--- config.mk ---
export PLATFORM = sky130hd
export DESIGN_NAME = mcdc_cell
export DESIGN_NICKNAME = d
export VERILOG_FILES = /design/src/mcdc_pkg.sv /design/src/mcdc_cell.sv
export SDC_FILE = /design/constraint.sdc
export NUM_CORES = 1
export LEC_CHECK = 0
export BUFFER_PORTS_ARGS = -buffer_cell sky130_fd_sc_hd__buf_2
export CORE_MARGIN = 5
export CORE_UTILIZATION = 26
export DETAILED_ROUTE_END_ITERATION = 8
export PLACE_DENSITY = 0.52
export SLEW_MARGIN = 20
export SYNTH_ARGS = -nofsm -noshare
export SYNTH_HDL_FRONTEND = slang
export SYNTH_SLANG_ARGS = --single-unit
--- constraint.sdc ---
create_clock -name clk -period 1.45 [get_ports clk]
set_input_delay 0.145 -clock clk [delete_from_list [all_inputs] [get_ports clk]]
set_output_delay 0.145 -clock clk [all_outputs]
set_load 0.02 [all_outputs]
--- src/mcdc_pkg.sv ---
package mcdc_pkg;

	localparam int unsigned NumW   = 35;
	localparam int unsigned DivW   = 33;
	localparam int unsigned Cells  = NumW;

	localparam logic [24:0] OscHz      = 25'd24000000;
	localparam logic [31:0] OscLimitHz = 32'd4000000;

	typedef enum logic [1:0] {
		ST_OK       = 2'd0,
		ST_BAD_SRC  = 2'd1,
		ST_DIV_HIGH = 2'd2,
		ST_ZERO     = 2'd3
	} status_t;

	typedef struct packed {
		logic       func;
		logic       zero;
		logic       bad_src;
		logic       src;
		logic [1:0] n;
	} meta_t;

	typedef struct packed {
		logic [DivW-1:0] rem;
		logic [NumW-1:0] nq;
		logic [DivW-1:0] d;
		meta_t           meta;
	} stage_t;

	typedef struct packed {
		logic        func;
		logic [31:0] target_rate;
		logic [31:0] clock_word_in;
	} req_t;

	typedef struct packed {
		logic [31:0] clock_word_out;
		logic [32:0] rate_hz;
		logic [1:0]  status;
	} rsp_t;

endpackage

--- src/mcdc_cell.sv ---
module mcdc_cell
	import mcdc_pkg::*;
(
	input  logic   clk,
	input  logic   arst_n,
	input  logic   en,
	input  logic   v_in,
	input  stage_t s_in,
	output logic   v_out,
	output stage_t s_out
);

	logic [DivW:0]   trial;
	logic            ge;
	logic [DivW:0]   diff;
	stage_t          nxt;
	logic            v_q;
	stage_t          s_q;

	// one restoring step: one quotient bit per cell
	always_comb begin
		trial = {s_in.rem, s_in.nq[NumW-1]};
		ge    = trial >= {1'b0, s_in.d};
		diff  = trial - {1'b0, s_in.d};
		nxt       = s_in;
		nxt.rem   = ge ? diff[DivW-1:0] : trial[DivW-1:0];
		nxt.nq    = {s_in.nq[NumW-2:0], ge};
	end

	always_ff @(posedge clk or negedge arst_n) begin
		if (!arst_n) begin
			v_q <= 1'b0;
		end else if (en) begin
			v_q <= v_in;
		end
	end

	always_ff @(posedge clk) begin
		if (en) begin
			s_q <= nxt;
		end
	end

	assign v_out = v_q;
	assign s_out = s_q;

endmodule

==> summary.txt <==
Post-synth ARST share: 0.009259
Vias in the first global route: 5629
DR DRC count: 0
Top cells by instance count after synthesis: 107 x edfxtp_1, 44 x inv_1, 42 x nand2_1, 33 x ha_1, 32 x a21oi_1
Final Core Density: 0.4413
Iter 0 DRT Violations: 193
CTS Buffer Depth: 2
CTS Buf Count: 9
Final Net Count: 1045
Rel. slew slack: 0.7085
Cells after Synth: 475
Gr ovfl total: 0
Root Buffer: clkbuf_16
Via density: 4.415
Share of cells above drive strength 1: 0.4994
FILL cells: 2114
Synth top area cells: edfxtp_1 56%, ha_1 7.1%, o21ai_2 3.0%
Total track usage: 0.1494
Leakage: 0.004372 µW
IO Port Bufs: 218
Die Wd: 159.1 µm
Worst Hold Class: input pin to flip-flop
Antenna fix cells: 0
Worst Path Max Fanout: 8
Clk Latency, worst-skew pair: 0.36 ns
Yosys warns: 0
Crit path kind: input pin to flip-flop
Clock Skew: 0 ns
Initial Util: 0.2647
DIE AREA: 0.02530 mm²
CP required: 1.56 ns
Dpl ws: -1.285 ns
Clock sink total: 108
Slew @ Worst Pin: 0.4339 ns
Post-route minimum period: 2.249 ns
DRT Pass-1 Iters: 4
Die height: 159.1 µm
Post-synth top area share: 0.5562
Arrival time worst endpoint: 2.36 ns
Crit-path most repeated cell: buf_12
Ports: 219
Antenna violations before repair: 2
Max Slew Vio Count: 0
RSZ-0062 raised after global routing: yes
Max VDD drop: 0.4311 mV
Slowest cell on crit path: a221oi_4
First-pass GRT wire length: 30700 µm
Max_cap viols: 0
DR vias: 5232
Ys flop type: edfxtp_1
Library cells used by synthesis: 62
Syn Nets: 620
CTS tree: done
Final Setup Violations: 34
WL/cell: 16.28 µm
Setup WS post-layout: -0.7994 ns
GP Congestion: 0.8208
FMAX: 444.6 MHz
Placement Rows: 54
Post-detail-place hpwl: 14260 µm
Failing checks: negative setup slack
Element type at the critical path start: input pin
Final cycle utilization of the critical path: 1.551
Setup crit end kind: flip-flop
Synth Register Bits: 108
Largest net degree at the start of global routing: 49
Crit-path max cell delay: 0.34 ns
Synth-to-Final Area Change: 66.71%
Sequential-to-total area share from yosys stat: 0.5605
Clock-pin slew on the worst setup and hold paths: 0.08 ns
Core Area: 0.02182 mm²
Syn Area/Cell: 12.16 µm²
Total Wirelength: 19300 µm
H-Tree Level Count: 3
Cell Area, Synth: 0.005777 mm²
Most frequent cell after synthesis: edfxtp_1
Outcome: complete, but fails checks
Post-synth EDFFs: 107
PwrDens: 985.5 mW/mm²
Antenna-violating nets left: 0
Worst-path cell chain: buf_12, inv_12, ha_4, inv_2, fa_2, a21o_1, a221oi_4, o21ai_2, a21boi_2, o31ai_4, a21oi_4, buf_12, mux2_4
Fin. Hold Viols: 0
Cell taking the most area after synthesis: edfxtp_1
-- cells in the final DEF, fill, tap and decap left out, types with 4 or more instances in the layout --
| cell | n |
|---|---|
| ha_1 | 30 |
| dlygate4sd3_1 | 71 |
| nand2_4 | 14 |
| xnor2_1 | 15 |
| o21bai_1 | 6 |
| nand2b_1 | 4 |
| a21o_1 | 12 |
| nand3_1 | 6 |
| inv_1 | 42 |
| nor2_1 | 14 |
| nand4_1 | 5 |
| buf_2 | 216 |
| o21a_1 | 4 |
| nand2_1 | 34 |
| clkbuf_16 | 10 |
| a21oi_1 | 30 |
| o21ai_2 | 23 |
| buf_4 | 132 |
| o21ai_1 | 9 |
| nand2_2 | 4 |
| and3_1 | 7 |
| o21ai_0 | 14 |
| edfxtp_1 | 107 |
| o31ai_4 | 4 |
| xor2_1 | 13 |
| buf_12 | 9 |
| nor3_1 | 4 |
-- critical path: cells and delay by family --
kind / cells / cell delay [ns]
adders and majority gates: 2 / 0.44
AOI/OAI and AO/OA: 6 / 1.10
muxes: 1 / 0.30
buffers and inverters: 4 / 0.35
-- metal layers --
| metal | vias up | GRT usage | wire length (µm) |
|---|---|---|---|
| met2 | 164 | 0.2561 | 9240 |
| met3 | 21 | 0.04349 | 1281 |
| met1 | 2440 | 0.1846 | 8484 |
| met4 | 4 | 0.03877 | 272 |
| li1 | 2603 | - | - |
| met5 | - | 0 | 19 |
-- worst paths after layout --
path	startpoint	endpoint	slack (ns)	cells after the start
max	s_in[73]	s_out[75]	-0.80	13
min	s_in[6]	s_out[6]	0.02	1
max reg2reg	v_out	v_out	0.70	1
min reg2reg	v_out	v_out	0.52	1
max in group asynchronous	arst_n	v_out	1.27	2
min in group asynchronous	arst_n	v_out	0.10	2
-- area by class of cell --
type | instances | area, µm² | area share
Inverter | 45 | 183.9 | 0.01910
Multi-Input combinational cell | 305 | 2530 | 0.2627
Clock buffer | 10 | 239.0 | 0.02481
Sequential cell | 108 | 3238 | 0.3362
Clock inverter | 6 | 62.56 | 0.006496
Tap cell | 280 | 350.3 | 0.03638
Timing Repair Buffer | 431 | 3027 | 0.3143
-- cell families (layout without fill, tap and decap cells) --
kind of cell,after synthesis,count (layout),synth area share
AO/OA/AOI/OAI,136,136,0.1735
XOR/XNOR,28,28,0.04245
adder cells (fa/ha/maj),34,34,0.07494
buffers and inverters,62,492,0.05436
flip-flops,108,108,0.5605
multiplexers,2,2,0.004548
AND/OR/NAND/NOR,105,105,0.08967
-- power breakdown --
group	switching, µW	total, µW	internal (µW)
logic	1640	3060	1420
registers	81.3	3900	3820
clock network	1260	2530	1260
-- stage by stage --
step | hold WS [ns] | cell area, µm² | std cells | power (µW) | TNS, ns
detailed placement | -0.07853 | 8177 | 1087 | 6651 | -42.59
floorplan | -0.1506 | 5832 | 475 | 5436 | -32.86
global route | 0.01121 | 9630 | 1185 | 10020 | -28.81
global placement | -0.07994 | 8177 | 1087 | 6629 | -41.04
CTS | 0.002990 | 9544 | 1184 | 9616 | -26.33
finish | 0.01682 | 9630 | 1185 | 9491 | -24.98
-- timing repair --
item | 4_1_cts | 5_1_grt
setup endpoints to repair | 34 | 34
pin swaps | 30 | 27
endpoints found under the hold margin | 71 | 0
resized for setup | 32 | 26
buffers inserted | 6 | 5
hold buffers | 71 | 0
gates cloned | 4 | 1
-- state kept, by name, indices dropped and copies added, names as in the netlist --
signal,cells
s_out,107
v_out,1
(Power assumes the default switching activity.)
